## config.mk

```make
export PLATFORM = sky130hd
export DESIGN_NAME = selu_rr
export DESIGN_NICKNAME = d
export VERILOG_FILES = /design/src/rtl/selu_pkg.sv /design/src/rtl/selu_rr.sv
export SDC_FILE = /design/constraint.sdc
export NUM_CORES = 1
export LEC_CHECK = 0
export BUFFER_PORTS_ARGS = -buffer_cell sky130_fd_sc_hd__buf_2
export CAP_MARGIN = 20
export CORE_MARGIN = 2
export CORE_UTILIZATION = 63
export DETAILED_ROUTE_END_ITERATION = 10
export GPL_ROUTABILITY_DRIVEN = 0
export GPL_TIMING_DRIVEN = 0
export PLACE_DENSITY = 0.89
export RECOVER_POWER = 100
export SYNTH_ARGS = -nofsm -noshare
export SYNTH_HDL_FRONTEND = slang
export SYNTH_SLANG_ARGS = --single-unit
```

## constraint.sdc

```tcl
create_clock -name clk_i -period 4.2 [get_ports clk_i]
set_clock_uncertainty 0.2 [all_clocks]
set_input_delay 0.21 -clock clk_i [delete_from_list [all_inputs] [get_ports clk_i]]
set_output_delay 0.21 -clock clk_i [all_outputs]
set_load 0.01 [all_outputs]
```

## src/rtl/selu_pkg.sv

```systemverilog
`timescale 1ns / 1ps

package selu_pkg;

  // Configuration register indexes.
  typedef enum logic [1:0] {
    CFG_LAMBDA = 2'd0,
    CFG_ALPHA  = 2'd1
  } selu_cfg_e;

  localparam int unsigned CFG_IDX_W = 2;
  localparam int unsigned SCALE_W   = 18;
  localparam int unsigned SCALE_FRAC = 16;
  localparam int unsigned AL_W      = 2 * SCALE_W;

  localparam logic [SCALE_W-1:0] LAMBDA_RST = 18'd68859;
  localparam logic [SCALE_W-1:0] ALPHA_RST  = 18'd109659;

  // Exponential datapath constants, all Q1.30 based.
  localparam int unsigned      NTERMS   = 9;
  localparam logic [29:0]      LN2_Q30  = 30'd744261118;
  localparam logic [30:0]      Q30_ONE  = 31'h4000_0000;
  // 31 * ln2 in Q.30: at or above this the exponential is zero.
  localparam logic [34:0]      SAT_LIM  = 35'd23072094658;

  // Stage counts of the submodules.
  localparam int unsigned RR_LAT    = 6;
  localparam int unsigned HSTEP_LAT = 3;
  localparam int unsigned POST_LAT  = 4;
  localparam int unsigned PIPE_LAT  = 1 + RR_LAT + NTERMS * HSTEP_LAT + POST_LAT;

  // What travels down the series chain next to the running product.
  typedef struct packed {
    logic [29:0] r;
    logic [4:0]  k;
    logic        sat;
  } selu_lane_t;

endpackage

```

## src/rtl/selu_rr.sv

```systemverilog
`timescale 1ns / 1ps

// Range reduction of a negative sample, |x| = k*ln2 + r: one k bit per divide stage.
module selu_rr #(
  parameter int unsigned DATA_WIDTH = 24,
  parameter int unsigned FRAC_BITS  = 16
) (
  input  logic                  clk_i,
  input  logic                  rst_ni,
  input  logic                  valid_i,
  input  logic [DATA_WIDTH-1:0] sample_i,
  output logic                  valid_o,
  output selu_pkg::selu_lane_t  lane_o
);

  localparam int unsigned SH = 30 - FRAC_BITS;
  localparam int unsigned TW = DATA_WIDTH + SH;
  localparam int unsigned RW = (TW > 35) ? TW : 35;
  localparam int unsigned NS = selu_pkg::RR_LAT;

  logic [DATA_WIDTH-1:0] mag;
  logic [RW-1:0]         t30;
  logic                  sat;

  logic [34:0] rem_q [NS];
  logic [4:0]  k_q   [NS];
  logic        sat_q [NS];
  logic        v_q   [NS];

  assign mag = '0 - sample_i;
  assign t30 = RW'(mag) << SH;
  assign sat = t30 >= RW'(selu_pkg::SAT_LIM);

  always_ff @(posedge clk_i or negedge rst_ni) begin
    if (!rst_ni) begin
      v_q[0] <= 1'b0;
    end else begin
      v_q[0] <= valid_i;
    end
  end

  always_ff @(posedge clk_i) begin
    rem_q[0] <= t30[34:0];
    k_q[0]   <= '0;
    sat_q[0] <= sat;
  end

  for (genvar s = 1; s < NS; s++) begin : g_div
    localparam int unsigned J = NS - 1 - s;
    localparam logic [34:0] STEP = 35'(selu_pkg::LN2_Q30) << J;
    logic take;

    assign take = rem_q[s-1] >= STEP;

    always_ff @(posedge clk_i or negedge rst_ni) begin
      if (!rst_ni) begin
        v_q[s] <= 1'b0;
      end else begin
        v_q[s] <= v_q[s-1];
      end
    end

    always_ff @(posedge clk_i) begin
      rem_q[s] <= take ? (rem_q[s-1] - STEP) : rem_q[s-1];
      k_q[s]   <= k_q[s-1] | (take ? (5'd1 << J) : 5'd0);
      sat_q[s] <= sat_q[s-1];
    end
  end

  assign valid_o    = v_q[NS-1];
  assign lane_o.r   = rem_q[NS-1][29:0];
  assign lane_o.k   = k_q[NS-1];
  assign lane_o.sat = sat_q[NS-1];

endmodule

```

==> impl_metrics.tcl <==
set metrics [dict create \
    ys_ff_latch 169 \
    route.detailed.drc 0 \
    first_iter_violations 248 \
    max_cap_violations 0 \
    ctsHoldBuffers 36 \
    finalSetupViolCount 0 \
    end_kind "register" \
    viasPerCell 5.67 \
    coreArea_um2 10300 \
    num_vias 5271 \
    hold_class "reg2reg" \
    root_buffer "clkbuf_8" \
    grt_pass1_wl_um 24000 \
    yosys.area.top_type "dfxtp_1" \
    cp-start-kind "primary input" \
    cts_made_buffers 17 \
    status "complete, no violations" \
    grt_max_degree 19 \
    arrival_ns 3.80 \
    die_area_um2 11400 \
    clkTransAtPathRegs_ns 0.07 \
    peakVddDrop_v 0.000354 \
    start_util 0.647 \
    hold_violations 0 \
    drt.antenna.violating_nets 0 \
    power_density_nw_per_um2 696 \
    postCtsResizedCells 0 \
    synth_edf_count 0 \
    final_cell_mix "dfxtp_1 (163), clkbuf_1 (52), xnor2_1 (52)" \
    cts_setup_buffers 0 \
    synth_area_um2 6650 \
    ys_seq_area_frac 0.514 \
    max_slew_margin 0.296 \
    cts_tree "yes" \
    crit_type "in2reg" \
    die_w_um 107 \
    synth_top_cell_area_share 0.491 \
    fp.dieH_um 107 \
    yosysUniqueCellTypes 64 \
    areaGrowthSynthToFinish_pct 19.2 \
    tightest_slew_ns 1.05 \
    port-buffer-count 52 \
    grt_antenna_before_repair 0 \
    antenna_cells 0 \
    final_layout_size_suffix_gt1_frac 0.0819 \
    critical_path_peak_fanout 7 \
    firstDrtPassIters 5 \
    timing.final.crit_share 0.852 \
    fp-row-count 37 \
    ys_warn_count 0 \
    final_common_cell "dfxtp_1" \
    p_leak_nw 3.21 \
    gr-usage-all-layers 0.264 \
    overflow 0 \
    ios 64 \
    clk_latency_ns 0.53 \
    synthArstFlopShare 0.0355 \
    grt_pass1_vias 5271 \
    yosys-top-cells-area "dfxtp_1 (49%), xnor2_1 (6.9%), xor2_1 (6.7%)" \
    htreeDepth 4 \
    synthCells 671 \
    rsz0062_at_grt "false" \
    detail_route.wl_per_cell_um 15.5 \
    hpwl_um 8650 \
    clkSinkCount 169 \
    cp_data_required_time_ns 4.42 \
    maxSlewViolCount 0 \
    total_power_mw 5.51 \
    wl_um 14400 \
    post-route-min-period_ns 3.58 \
    fmax_mhz 280 \
    fin_nets 814 \
    clockBufferDepth 2 \
    n_fill_cell 665 \
    synth.avg_cell_area_um2 9.90 \
    timing.setup.tns_ns 0 \
    synthFlopType "dfxtp_1" \
]
report_power, final:
group | internal (mW) | leakage [nW] | switching, mW | total, mW
Combinational | 0.681 | 1.50 | 0.880 | 1.56
Clock | 0.764 | 0.272 | 0.692 | 1.46
Sequential | 2.11 | 1.44 | 0.380 | 2.49
per-layer routing:
metal	track usage	part of all wire
met1	0.252	0.37
met2	0.535	0.56
met3	0.0565	0.045
met4	0.110	0.029
met5	0	0
worst max-delay path: stages:
cell and delay (ns):
dlygate4sd3_1 0.53, clkbuf_1 0.17, inv_1 0.09, ha_1 0.31, or3b_2 0.54, nor4_1 0.92, nor2_1 0.08, mux2i_1 0.15
o21ai_0 0.09, dlygate4sd3_1 0.58, o211ai_1 0.14
kinds of logic after synthesis:
kind of cell / count (synthesis) / share of synthesized area
buffers and inverters: 53 / 0.0378
other: 1 / 0.000564
and+or+nand+nor: 203 / 0.155
adders and majority gates: 6 / 0.0113
xor gates and xnor gates: 103 / 0.136
DFF: 169 / 0.514
AOI/OAI and AO/OA: 125 / 0.129
muxes: 11 / 0.0169
path summary, 6_finish.rpt:
path                                end  slack (ns)    startpoint  cells after the start
max                            sat_q[0]        0.62   sample_i[0]                     11
min                            sat_q[5]        0.12      sat_q[4]                      0
max reg2reg                rem_q[1][23]        0.71  rem_q[0][15]                      9
min reg2reg                    sat_q[5]        0.12      sat_q[4]                      0
max in group asynchronous        v_q[5]        3.13        rst_ni                      3
min in group asynchronous       valid_o        0.43        rst_ni                      3
final cells by class:
class                      instances  area, um2  share of cell area
clock buffer                      17        414              0.0523
buffer                            25        128              0.0161
multi-input combinational        452       2960               0.373
timing repair buffer              88        577              0.0728
inverter                          28        105              0.0133
sequential                       169       3410               0.431
clock inverter                    15        158              0.0199
tap                              136        170              0.0215
cell usage after synthesis, types with 7 or more instances:
cell type	number
nand3_1	14
buf_4	8
clkbuf_1	9
xor2_1	51
xnor2_1	52
a31oi_1	8
dfxtp_1	163
inv_1	24
nand2_1	51
mux2i_1	9
nor4_1	10
o21ai_0	18
a21oi_1	33
nor2_1	51
nor3_1	25
or4_1	7
flip-flops by register name, indices dropped and copies added, names as in the netlist:
name and flops:
valid_o 1, v_q 5, rem_q 144, sat_q 6, k_q 13
stage by stage:
| step | hold WS [ns] | setup WS (ns) | util | instances | area [um2] |
|---|---|---|---|---|---|
| 2_1_floorplan | -0.286 | 1.64 | - | 674 | 6660 |
| 3_3_place_gp | -0.169 | 1.37 | 0.690 | 862 | 7090 |
| 3_5_place_dp | -0.156 | 1.25 | 0.690 | 862 | 7090 |
| 4_1_cts | 0.128 | 1.02 | 0.780 | 930 | 8020 |
| 5_1_grt | 0.125 | 0.429 | 0.771 | 930 | 7920 |
| 6_report | 0.123 | 0.623 | 0.771 | 930 | 7920 |
No activity file was read; power rests on OpenSTA's default activity.
