<file path="src/rtl/selu_pkg.sv">
`timescale 1ns / 1ps

package selu_pkg;

  // Configuration register indexes.
  typedef enum logic [1:0] {
    CFG_LAMBDA = 2'd0,
    CFG_ALPHA  = 2'd1
  } selu_cfg_e;

  localparam int unsigned CFG_IDX_W = 2;
  localparam int unsigned SCALE_W   = 18;
  localparam int unsigned SCALE_FRAC = 16;
  localparam int unsigned AL_W      = 2 * SCALE_W;

  localparam logic [SCALE_W-1:0] LAMBDA_RST = 18'd68859;
  localparam logic [SCALE_W-1:0] ALPHA_RST  = 18'd109659;

  // Exponential datapath constants, all Q1.30 based.
  localparam int unsigned      NTERMS   = 9;
  localparam logic [29:0]      LN2_Q30  = 30'd744261118;
  localparam logic [30:0]      Q30_ONE  = 31'h4000_0000;
  // 31 * ln2 in Q.30: at or above this the exponential is zero.
  localparam logic [34:0]      SAT_LIM  = 35'd23072094658;

  // Stage counts of the submodules.
  localparam int unsigned RR_LAT    = 6;
  localparam int unsigned HSTEP_LAT = 3;
  localparam int unsigned POST_LAT  = 4;
  localparam int unsigned PIPE_LAT  = 1 + RR_LAT + NTERMS * HSTEP_LAT + POST_LAT;

  // What travels down the series chain next to the running product.
  typedef struct packed {
    logic [29:0] r;
    logic [4:0]  k;
    logic        sat;
  } selu_lane_t;

endpackage

</file>
<file path="src/rtl/selu_hstep.sv">
`timescale 1ns / 1ps

// One Horner term of the exp(-r) series: p_o = 1 - ((r * p_i) >> 30) / N.
// Stage 1 multiplies, stage 2 shifts or reciprocal-divides by N, stage 3 corrects.
module selu_hstep #(
  parameter int unsigned N = 9
) (
  input  logic                 clk_i,
  input  logic                 rst_ni,
  input  logic                 valid_i,
  input  logic [30:0]          p_i,
  input  selu_pkg::selu_lane_t lane_i,
  output logic                 valid_o,
  output logic [30:0]          p_o,
  output selu_pkg::selu_lane_t lane_o
);

  localparam bit          POW2  = (N & (N - 1)) == 0;
  localparam int unsigned LOG2N = $clog2(N);
  localparam logic [31:0] RECIP = 32'((64'd1 << 32) / N);
  localparam logic [29:0] NC    = 30'(N);

  logic [60:0] prod;
  logic [29:0] est;
  logic [29:0] rem;
  logic [29:0] quo;

  logic [29:0]          q1_q;
  selu_pkg::selu_lane_t lane1_q;
  logic [29:0]          q2_q;
  logic [29:0]          est2_q;
  selu_pkg::selu_lane_t lane2_q;
  logic [30:0]          p3_q;
  selu_pkg::selu_lane_t lane3_q;
  logic                 v1_q, v2_q, v3_q;

  assign prod = 61'(lane_i.r) * 61'(p_i);

  if (POW2) begin : g_shift
    assign est = q1_q >> LOG2N;
  end else begin : g_recip
    logic [61:0] qm;
    assign qm  = 62'(q1_q) * 62'(RECIP);
    assign est = qm[61:32];
  end

  // The reciprocal estimate is at most one below the true quotient.
  assign rem = q2_q - (est2_q * NC);
  assign quo = (rem >= NC) ? (est2_q + 30'd1) : est2_q;

  always_ff @(posedge clk_i or negedge rst_ni) begin
    if (!rst_ni) begin
      v1_q <= 1'b0;
      v2_q <= 1'b0;
      v3_q <= 1'b0;
    end else begin
      v1_q <= valid_i;
      v2_q <= v1_q;
      v3_q <= v2_q;
    end
  end

  always_ff @(posedge clk_i) begin
    q1_q    <= prod[59:30];
    lane1_q <= lane_i;
    q2_q    <= q1_q;
    est2_q  <= est;
    lane2_q <= lane1_q;
    p3_q    <= selu_pkg::Q30_ONE - 31'(quo);
    lane3_q <= lane2_q;
  end

  assign valid_o = v3_q;
  assign p_o     = p3_q;
  assign lane_o  = lane3_q;

endmodule

</file>
<file path="config.mk">
export PLATFORM = sky130hd
export DESIGN_NAME = selu_hstep
export DESIGN_NICKNAME = d
export VERILOG_FILES = /design/src/rtl/selu_pkg.sv /design/src/rtl/selu_hstep.sv
export SDC_FILE = /design/constraint.sdc
export NUM_CORES = 2
export LEC_CHECK = 0
export ABC_AREA = 0
export ABC_CLOCK_PERIOD_IN_PS = 9200
export BUFFER_PORTS_ARGS = -buffer_cell sky130_fd_sc_hd__buf_2
export CAP_MARGIN = 20
export CORE_UTILIZATION = 40
export DETAILED_ROUTE_END_ITERATION = 10
export PLACE_DENSITY_LB_ADDON = 0.2
export SKIP_CTS_REPAIR_TIMING = 1
export SYNTH_ARGS = -nofsm -noshare
export SYNTH_HDL_FRONTEND = slang
export SYNTH_SLANG_ARGS = --single-unit
</file>
<file path="constraint.sdc">
create_clock -name clk_i -period 9.2 [get_ports clk_i]
set_clock_uncertainty 0.15 [all_clocks]
set_input_delay 0.92 -clock clk_i [delete_from_list [all_inputs] [get_ports clk_i]]
set_output_delay 0.92 -clock clk_i [all_outputs]
set_load 0.01 [all_outputs]
</file>
==> run metrics <==
status=complete, no violations; Initial Util=0.405; pin count of the biggest net entering global routing=26; nature of the critical path endpoint=flip-flop; sequential fraction of the synthesis area=0.0962; critical path peak fanout=19; Yosys Warn Count=0; CTS max path bufs=3; worst reg-to-reg path cell count=27; final estimated routing congestion in global placement=0.946; Reg clk slew, reported paths=0.06 ns; clk sinks=229; Hold Path Origin=lane2_q[29]$_DFF_P_; Pins Over Slew Limit=0; Core ar.=118000 sq um; Critical R2R Capture=est2_q[26]$_DFF_P_; Mapped Area=47800 sq um; max_slew headroom=0.406; number of global-route vias before repair=35121; minimum clock period=8.56 ns; flops & latches, synth=229; worst skew pair latency=0.65 ns; final core area utilization=0.435; cell area after layout=51500 sq um; Via density=4.90; Rows=126; CTS root buffer=clkbuf_16; Peak Freq=117 MHz; M1 WL=58100 microns; IO Count=138; Pre-antenna DRT Iters=6; maxcap violations=0; total nets after synthesis=6656; antenna-violating nets left=0; die area=121000 sq um; IO buf count=137; drc violations=0; first-pass GRT wire length=205000 microns; Area Growth Syn to Fin=7.62%; Fin. Hold Viols=0; final WL=128000 microns; Die W=348 microns; max layer used=met5; DRT iter0 DRCs=1868; CP Data Arrival Time=8.99 ns; RSZ-0062 raised after global routing=no; share of cells above drive strength 1=0.0632; Crit Path Class=input port to flip-flop; Hold Path Depth=0; Worst Max-Slew Pin Slew=0.884 ns; metal2 WL=59700 microns; nets=6733; Post-DP Area=50500 sq um; DR WL met3=6990 microns; most frequent cells in the layout=inv_1, fa_1, and2_1, ha_1, nand2_1; Critical Path RT=9.62 ns; EDFF count, synth=0; most common flop cell mapped by yosys=dfxtp_1; CTS buffer count=29; slowest stage delay, CP=0.66 ns; Hold Path Sink=lane_o[29]$_DFF_P_; CTS tree=done; count of final setup violators=0; asr flop ratio synth=0.0131; Post-Syn Area per Cell=9.58 sq um; per-cell routed wire length=19.3 microns; Final period util=0.931; CP most frequent cell=fa_1; commonest non-fill, non-tap cell in the layout=inv_1; Die Ht=348 microns; synth unique cells=76; post-synthesis cell count=4993; slowest cell on the critical path=a2111oi_0; Overflow after GRT=0; hpwl dp=111000 microns; initial antenna violation count=5; Hold Crit Class=flip-flop to flip-flop; total track usage=0.221; vias=32508; H-tree depth=1; reg2reg setup slack=1.11 ns; Startpoint Class=input port; worst flop-to-flop path startpoint=q1_q[1]$_DFF_P_
## state kept, by name (all words and copies together), names as in the netlist
signal,count
v2_q,1
lane_o,36
valid_o,1
lane2_q,36
est2_q,27
q1_q,30
v1_q,1
p_o,31
q2_q,30
lane1_q,36
## synth_stat cells, types with 7 or more instances
cell      number  area share
dfxtp_1      226       0.095
xor2_1        31      0.0057
o21a_1        24      0.0038
nor2_1        97      0.0076
mux2i_1       12      0.0025
nand4_1       19      0.0025
a21oi_1       72      0.0075
inv_1       1242       0.097
nand3_1       38      0.0040
a211oi_1      10      0.0016
and3_1        18      0.0024
and2_1       570       0.075
o21ai_0       49      0.0051
nand2b_1      18      0.0024
a31oi_1        7     0.00092
xnor2_1       83       0.015
or2_2          7     0.00092
a21o_1        30      0.0047
nand2_1      443       0.035
clkbuf_1     198       0.016
ha_1         533        0.14
nor2b_1       19      0.0025
nor3_1        49      0.0051
nor4_1         8      0.0010
or3_1         12      0.0016
fa_1        1060        0.44
## critical path: cells and delay by family
kind / cells / cell delay (ns)
buffers and inverters: 5 / 0.93
AND/OR/NAND/NOR: 3 / 0.42
AO/OA/AOI/OAI: 10 / 2.46
XOR/XNOR: 1 / 0.13
adder cells (fa/ha/maj): 9 / 4.11
## logic make-up (layout without fill, tap and decap cells)
| family | count (synthesis) | after routing | synth area share |
|---|---|---|---|
| other | 0 | 3 | 0 |
| adders and majority gates | 1593 | 1593 | 0.583 |
| xor gates and xnor gates | 114 | 114 | 0.0209 |
| muxes | 15 | 15 | 0.00345 |
| buffers and inverters | 1448 | 1546 | 0.114 |
| and+or+nand+nor | 1322 | 1322 | 0.144 |
| DFF | 229 | 229 | 0.0962 |
| AOI/OAI and AO/OA | 272 | 272 | 0.0384 |
## routing by layer
| layer | global-route usage | up-vias |
|---|---|---|
| met5 | 0 | - |
| met4 | 0.0513 | 2 |
| met3 | 0.0323 | 161 |
| met2 | 0.363 | 770 |
| met1 | 0.306 | 16643 |
| li1 | - | 14932 |
## stage by stage
| stage | instances | setup WS, ns | hold WS (ns) | setup TNS [ns] |
|---|---|---|---|---|
| after global placement | 6574 | -0.106 | 0.160 | -0.158 |
| after global routing | 6627 | 0.103 | 0.168 | 0 |
| after CTS | 6626 | 0.529 | -0.0795 | 0 |
| after floorplan | 4993 | 1.01 | 0.160 | 0 |
| final | 6630 | 0.639 | 0.172 | 0 |
| after detailed placement | 6574 | -0.155 | 0.162 | -0.409 |
## final cells by class
cell class | count | area (sq um)
clock inverters | 14 | 146
multi-input cells | 3316 | 37800
clock buffers | 38 | 790
fillers | 11758 | 66800
diodes | 3 | 7.51
repair buffers | 252 | 1560
flip-flops and latches | 229 | 4600
inverters | 1242 | 4660
well taps | 1536 | 1920
## worst max path at each step
stage / slack (ns) / to / startpoint
final: 0.64 / q1_q[29]$_DFF_P_ / p_i[14]
after global routing: 0.10 / q1_q[29]$_DFF_P_ / p_i[14]
after detailed placement: -0.15 / q1_q[29]$_DFF_P_ / p_i[14]
after CTS: 0.53 / q1_q[29]$_DFF_P_ / p_i[13]
after floorplan: 1.01 / q1_q[26]$_DFF_P_ / lane_i[9]
after global placement: -0.11 / q1_q[29]$_DFF_P_ / p_i[13]
Power is left out: the tool's default activity adds up to more than one toggle a clock period on the data nets, which glitch-free logic cannot reach.
