<file path="config.mk">
export PLATFORM = sky130hd
export DESIGN_NAME = selu_post
export DESIGN_NICKNAME = d
export VERILOG_FILES = /design/src/rtl/selu_pkg.sv /design/src/rtl/selu_post.sv
export SDC_FILE = /design/constraint.sdc
export NUM_CORES = 2
export LEC_CHECK = 0
export BUFFER_PORTS_ARGS = -buffer_cell sky130_fd_sc_hd__buf_4
export CAP_MARGIN = 20
export CORE_MARGIN = 2
export CORE_UTILIZATION = 34
export DETAILED_ROUTE_END_ITERATION = 10
export HOLD_SLACK_MARGIN = 0.1
export SLEW_MARGIN = 20
export SYNTH_ARGS = -nofsm -noshare
export SYNTH_HDL_FRONTEND = slang
export SYNTH_SLANG_ARGS = --single-unit
</file>
<file path="constraint.sdc">
create_clock -name clk_i -period 7.4 [get_ports clk_i]
set_input_delay 1.11 -clock clk_i [delete_from_list [all_inputs] [get_ports clk_i]]
set_output_delay 1.11 -clock clk_i [all_outputs]
set_load 0.02 [all_outputs]
</file>
<file path="src/rtl/selu_pkg.sv">
`timescale 1ns / 1ps

package selu_pkg;

  // Configuration register indexes.
  typedef enum logic [1:0] {
    CFG_LAMBDA = 2'd0,
    CFG_ALPHA  = 2'd1
  } selu_cfg_e;

  localparam int unsigned CFG_IDX_W = 2;
  localparam int unsigned SCALE_W   = 18;
  localparam int unsigned SCALE_FRAC = 16;
  localparam int unsigned AL_W      = 2 * SCALE_W;

  localparam logic [SCALE_W-1:0] LAMBDA_RST = 18'd68859;
  localparam logic [SCALE_W-1:0] ALPHA_RST  = 18'd109659;

  // Exponential datapath constants, all Q1.30 based.
  localparam int unsigned      NTERMS   = 9;
  localparam logic [29:0]      LN2_Q30  = 30'd744261118;
  localparam logic [30:0]      Q30_ONE  = 31'h4000_0000;
  // 31 * ln2 in Q.30: at or above this the exponential is zero.
  localparam logic [34:0]      SAT_LIM  = 35'd23072094658;

  // Stage counts of the submodules.
  localparam int unsigned RR_LAT    = 6;
  localparam int unsigned HSTEP_LAT = 3;
  localparam int unsigned POST_LAT  = 4;
  localparam int unsigned PIPE_LAT  = 1 + RR_LAT + NTERMS * HSTEP_LAT + POST_LAT;

  // What travels down the series chain next to the running product.
  typedef struct packed {
    logic [29:0] r;
    logic [4:0]  k;
    logic        sat;
  } selu_lane_t;

endpackage

</file>
<file path="src/rtl/selu_post.sv">
`timescale 1ns / 1ps

// Turns exp(x) into alpha*lambda*(exp(x)-1), clamps, and picks the branch.
module selu_post #(
  parameter int unsigned DATA_WIDTH = 24,
  parameter int unsigned FRAC_BITS  = 16
) (
  input  logic                          clk_i,
  input  logic                          rst_ni,
  input  logic                          valid_i,
  input  logic [30:0]                   p_i,
  input  selu_pkg::selu_lane_t          lane_i,
  input  logic [selu_pkg::AL_W-1:0]     al_i,
  input  logic                          neg_i,
  input  logic [DATA_WIDTH-1:0]         pos_res_i,
  input  logic                          pos_clamp_i,
  output logic                          valid_o,
  output logic [DATA_WIDTH-1:0]         res_o,
  output logic                          clamp_o
);

  localparam int unsigned ESH = 30 - FRAC_BITS;
  localparam int unsigned DW1 = FRAC_BITS + 1;
  localparam int unsigned HW  = selu_pkg::SCALE_W;
  localparam int unsigned PLW = DW1 + HW;
  localparam int unsigned SW  = FRAC_BITS + selu_pkg::AL_W + 2;
  localparam int unsigned MW  = SW - 32;
  localparam int unsigned CW  = ((MW > DATA_WIDTH) ? MW : DATA_WIDTH) + 1;

  localparam logic [31:0]     EHALF = 32'd1 << (ESH - 1);
  localparam logic [DW1-1:0]  ONE   = DW1'(1) << FRAC_BITS;
  localparam logic [SW-1:0]   RND   = SW'(1) << 31;
  localparam logic [CW-1:0]   NLIM  = CW'(1) << (DATA_WIDTH - 1);

  logic [30:0]           e30;
  logic [31:0]           erd;
  logic [DW1-1:0]        e;
  logic [SW-1:0]         sum;
  logic [MW-1:0]         mag;
  logic                  nclamp;
  logic [DATA_WIDTH-1:0] nmag;
  logic [DATA_WIDTH-1:0] nres;

  logic [DW1-1:0]        d1_q, d2_q;
  logic [PLW-1:0]        pl2_q, pl3_q;
  logic [PLW-1:0]        ph3_q;
  logic [DATA_WIDTH-1:0] res_q;
  logic                  clamp_q;
  logic                  v1_q, v2_q, v3_q, v4_q;

  // exp(x) with FRAC_BITS fraction bits, rounded half up.
  assign e30 = lane_i.sat ? 31'd0 : (p_i >> lane_i.k);
  assign erd = (32'(e30) + EHALF) >> ESH;
  assign e   = erd[DW1-1:0];

  assign sum    = (SW'(ph3_q) << HW) + SW'(pl3_q) + RND;
  assign mag    = sum[SW-1:32];
  assign nclamp = CW'(mag) > NLIM;
  assign nmag   = nclamp ? DATA_WIDTH'(NLIM) : DATA_WIDTH'(mag);
  assign nres   = '0 - nmag;

  always_ff @(posedge clk_i or negedge rst_ni) begin
    if (!rst_ni) begin
      v1_q <= 1'b0;
      v2_q <= 1'b0;
      v3_q <= 1'b0;
      v4_q <= 1'b0;
    end else begin
      v1_q <= valid_i;
      v2_q <= v1_q;
      v3_q <= v2_q;
      v4_q <= v3_q;
    end
  end

  always_ff @(posedge clk_i) begin
    d1_q    <= (e >= ONE) ? '0 : (ONE - e);
    d2_q    <= d1_q;
    pl2_q   <= PLW'(d1_q) * PLW'(al_i[HW-1:0]);
    pl3_q   <= pl2_q;
    ph3_q   <= PLW'(d2_q) * PLW'(al_i[selu_pkg::AL_W-1:HW]);
    res_q   <= neg_i ? nres : pos_res_i;
    clamp_q <= neg_i ? nclamp : pos_clamp_i;
  end

  assign valid_o = v4_q;
  assign res_o   = res_q;
  assign clamp_o = clamp_q;

endmodule

</file>
==> flow_summary.json <==
{
  "ys_warn_count": 0,
  "unrepaired_setup_endpoints_after_global_routing": "no",
  "post_synth_inst_count": 2858,
  "worstReg2RegStart": "d1_q[7]",
  "slew_headroom": 0.398,
  "buffer_ports.inserted": 114,
  "syn2layout_area_growth_pct": 10.7,
  "tritoncts": "yes",
  "yosysMostFrequentCell": "sky130_fd_sc_hd__inv_1",
  "grt_pass1_vias": 19500,
  "netlist_top_cells_area": "sky130_fd_sc_hd__fa_1 37%, sky130_fd_sc_hd__ha_1 12%, sky130_fd_sc_hd__dfxtp_1 9.9%",
  "drv.max_cap_violation_count": 0,
  "final_nets": 3822,
  "antenna-diode-count": 0,
  "chipHeight_um": 280,
  "synth_cell_area_mm2": 0.0259,
  "synth_nets": 3718,
  "async_reset_ff_frac": 0.0303,
  "timing.critical_path.fanout_max": 4,
  "class_of_the_tightest_hold_or_removal_check": "reg -> reg",
  "holdBufCountCts": 0,
  "post_route_cells_drive_above_1_share": 0.0995,
  "synth_largest_area_cell": "sky130_fd_sc_hd__fa_1",
  "timing_max_transition_violations_final": 0,
  "final_antenna_net_count": 0,
  "htree_levels": 4,
  "routabilityCongestion": 0.848,
  "detail_route.iter0.violations": 793,
  "hold_path_startpoint": "pl2_q[32]",
  "synth-edff-count": 0,
  "drt_pass1_iterations": 5,
  "final-setup-viol-count": 0,
  "routedLengthMet1_um": 28500,
  "rows": 101,
  "worst_setup_hold_path_clk_slew_ns": 0.06,
  "arrival_ns": 7.18,
  "total_global_routing_overflow": 0,
  "fp.dieW_um": 280,
  "finalHoldWorstSlack_ns": 0.326,
  "worst_setup_path_class": "in -> reg",
  "clock_path_buffers": 2,
  "post-cts-setup-buffers": 0,
  "final_wl_um": 61900,
  "startpoint": "al_i[5]",
  "layout_min_cycle_time_ns": 6.78,
  "timing.fmax_mhz": 147,
  "period_share": 0.917,
  "wl_per_cell_um": 15.7,
  "clock-skew-final_ns": 0.0219,
  "synth_top_area_share": 0.368,
  "setup.worst_path.end_class": "flip-flop",
  "seq_area_frac_synth": 0.103,
  "synthDistinctLibCells": 94,
  "num_vias": 18800,
  "ys_dominant_reg_cell": "sky130_fd_sc_hd__dfxtp_1",
  "met2RoutedLength_um": 29800,
  "setup.worst_path.start_class": "primary input",
  "cell_types_with_the_highest_counts_after_synthesis": "603 x sky130_fd_sc_hd__inv_1, 476 x sky130_fd_sc_hd__fa_1, 387 x sky130_fd_sc_hd__nand2_1, 281 x sky130_fd_sc_hd__and2_1, 252 x sky130_fd_sc_hd__ha_1",
  "placed_wire_length_estimate_um": 52300,
  "grt_start_max_net_pins": 41,
  "initial_cell_density_of_the_core": 0.342,
  "fillers": 7602,
  "tritoncts_num_sinks": 132,
  "number_of_buffers_created_by_cts": 17,
  "clkLatencyLatePin_ns": 0.48,
  "fp.dieArea_mm2": 0.0783,
  "clock-root-buffer": "sky130_fd_sc_hd__clkbuf_16",
  "cp_data_required_time_ns": 7.79,
  "grt_antenna_before_repair": 4,
  "global_route.usage.total": 0.165,
  "route.detailed.drc": 0,
  "ctsResizeCount": 0,
  "wire_length_of_the_first_global_routing_pass_um": 103000,
  "ios": 158,
  "wl_met3_um": 2710,
  "syn-mean-instance-area_um2": 9.05,
  "floorplan.core_area_mm2": 0.0757,
  "status": "complete, no violations",
  "timing.final.hold_violations": 0,
  "post-route-util": 0.378,
  "fin_setup_tns_ns": 0,
  "postSynthRegisterBits": 132,
  "avgViaCountPerCell": 4.75,
  "worstMarginPinSlew_ns": 0.902,
  "top_layer": "met5"
}
==> logic make-up after synthesis <==
| logic type | after synthesis | synth area share |
|---|---|---|
| AO/OA/AOI/OAI | 264 | 0.0734 |
| XOR/XNOR | 77 | 0.0261 |
| AND/OR/NAND/NOR | 908 | 0.178 |
| buffers and inverters | 710 | 0.105 |
| multiplexers | 39 | 0.0239 |
| flip-flops | 132 | 0.103 |
| adder cells (fa/ha/maj) | 728 | 0.490 |
==> critical path, stage by stage <==
cell,delay [ns]
sky130_fd_sc_hd__buf_4,0.13
sky130_fd_sc_hd__and2_1,0.17
sky130_fd_sc_hd__fa_1,0.53
sky130_fd_sc_hd__inv_1,0.05
sky130_fd_sc_hd__fa_1,0.59
sky130_fd_sc_hd__fa_1,0.45
sky130_fd_sc_hd__fa_1,0.52
sky130_fd_sc_hd__inv_1,0.06
sky130_fd_sc_hd__fa_1,0.54
sky130_fd_sc_hd__inv_1,0.06
sky130_fd_sc_hd__fa_1,0.54
sky130_fd_sc_hd__inv_1,0.04
sky130_fd_sc_hd__ha_1,0.30
sky130_fd_sc_hd__a21o_1,0.16
sky130_fd_sc_hd__a21o_1,0.18
sky130_fd_sc_hd__a21oi_1,0.13
sky130_fd_sc_hd__o21ai_0,0.11
sky130_fd_sc_hd__buf_4,0.17
sky130_fd_sc_hd__o31ai_1,0.23
sky130_fd_sc_hd__buf_4,0.16
sky130_fd_sc_hd__o21a_1,0.20
sky130_fd_sc_hd__o211ai_1,0.16
sky130_fd_sc_hd__a31o_2,0.28
sky130_fd_sc_hd__a21oi_1,0.17
sky130_fd_sc_hd__xnor2_1,0.12
==> layer usage <==
layer	up-vias	track usage
met5	-	0
met4	6	0.0398
met3	54	0.0232
met2	372	0.280
met1	9320	0.222
li1	9029	-
==> metrics by stage <==
step	instance area [µm²]	setup WS (ns)	std cells
6_report	28600	0.616	3953
5_1_grt	28600	0.286	3953
4_1_cts	28600	0.619	3953
3_5_place_dp	28100	0.123	3921
3_3_place_gp	28100	0.143	3921
2_1_floorplan	25900	0.496	2858
==> cell usage in the layout, fill, tap and decap left out, drive strengths merged, types with 6 or more instances in the layout <==
cell type / instances
a2111oi: 7
a211oi: 10
a21o: 27
a21oi: 61
a31oi: 15
and2: 281
and3: 12
buf: 190
clkbuf: 17
clkinv: 6
dfxtp: 128
fa: 476
ha: 252
inv: 612
mux2: 10
mux2i: 12
mux4: 17
nand2: 387
nand2b: 10
nand3: 23
nand4: 12
nor2: 84
nor2b: 11
nor3: 25
nor4: 16
nor4b: 6
o211ai: 8
o21a: 23
o21ai: 50
o21bai: 6
o31ai: 9
or3: 17
xnor2: 59
xor2: 18
==> worst paths after layout <==
| path | to | slack [ns] | depth (start not counted) |
|---|---|---|---|
| min in group asynchronous | valid_o | 0.42 | 1 |
| setup reg to reg | pl2_q[34] | 0.75 | 24 |
| hold reg to reg | pl3_q[32] | 0.33 | 0 |
| max in group asynchronous | v1_q | 6.88 | 1 |
| hold / removal | pl3_q[32] | 0.33 | 0 |
| setup / recovery | pl2_q[34] | 0.62 | 25 |
==> layout make-up <==
class                   instances  area [µm²]  share of cell area
well taps                     978        1220              0.0427
inverters                     605        2270              0.0793
multi-input cells            2016       20500               0.715
clock buffers                  17         425              0.0149
clock inverters                15         136             0.00476
flip-flops and latches        132        2660              0.0930
repair buffers                190        1430              0.0498
==> sequential cells by signal (all words and copies together) (netlist names) <==
| signal | flops |
|---|---|
| v2_q | 1 |
| ph3_q | 35 |
| clamp_o | 1 |
| v1_q | 1 |
| valid_o | 1 |
| d2_q | 17 |
| pl2_q | 17 |
| res_o | 24 |
| v3_q | 1 |
| d1_q | 17 |
| pl3_q | 17 |
Power is not shown: default switching activity piles up to over one toggle a cycle in this logic, so the estimate is an artifact.
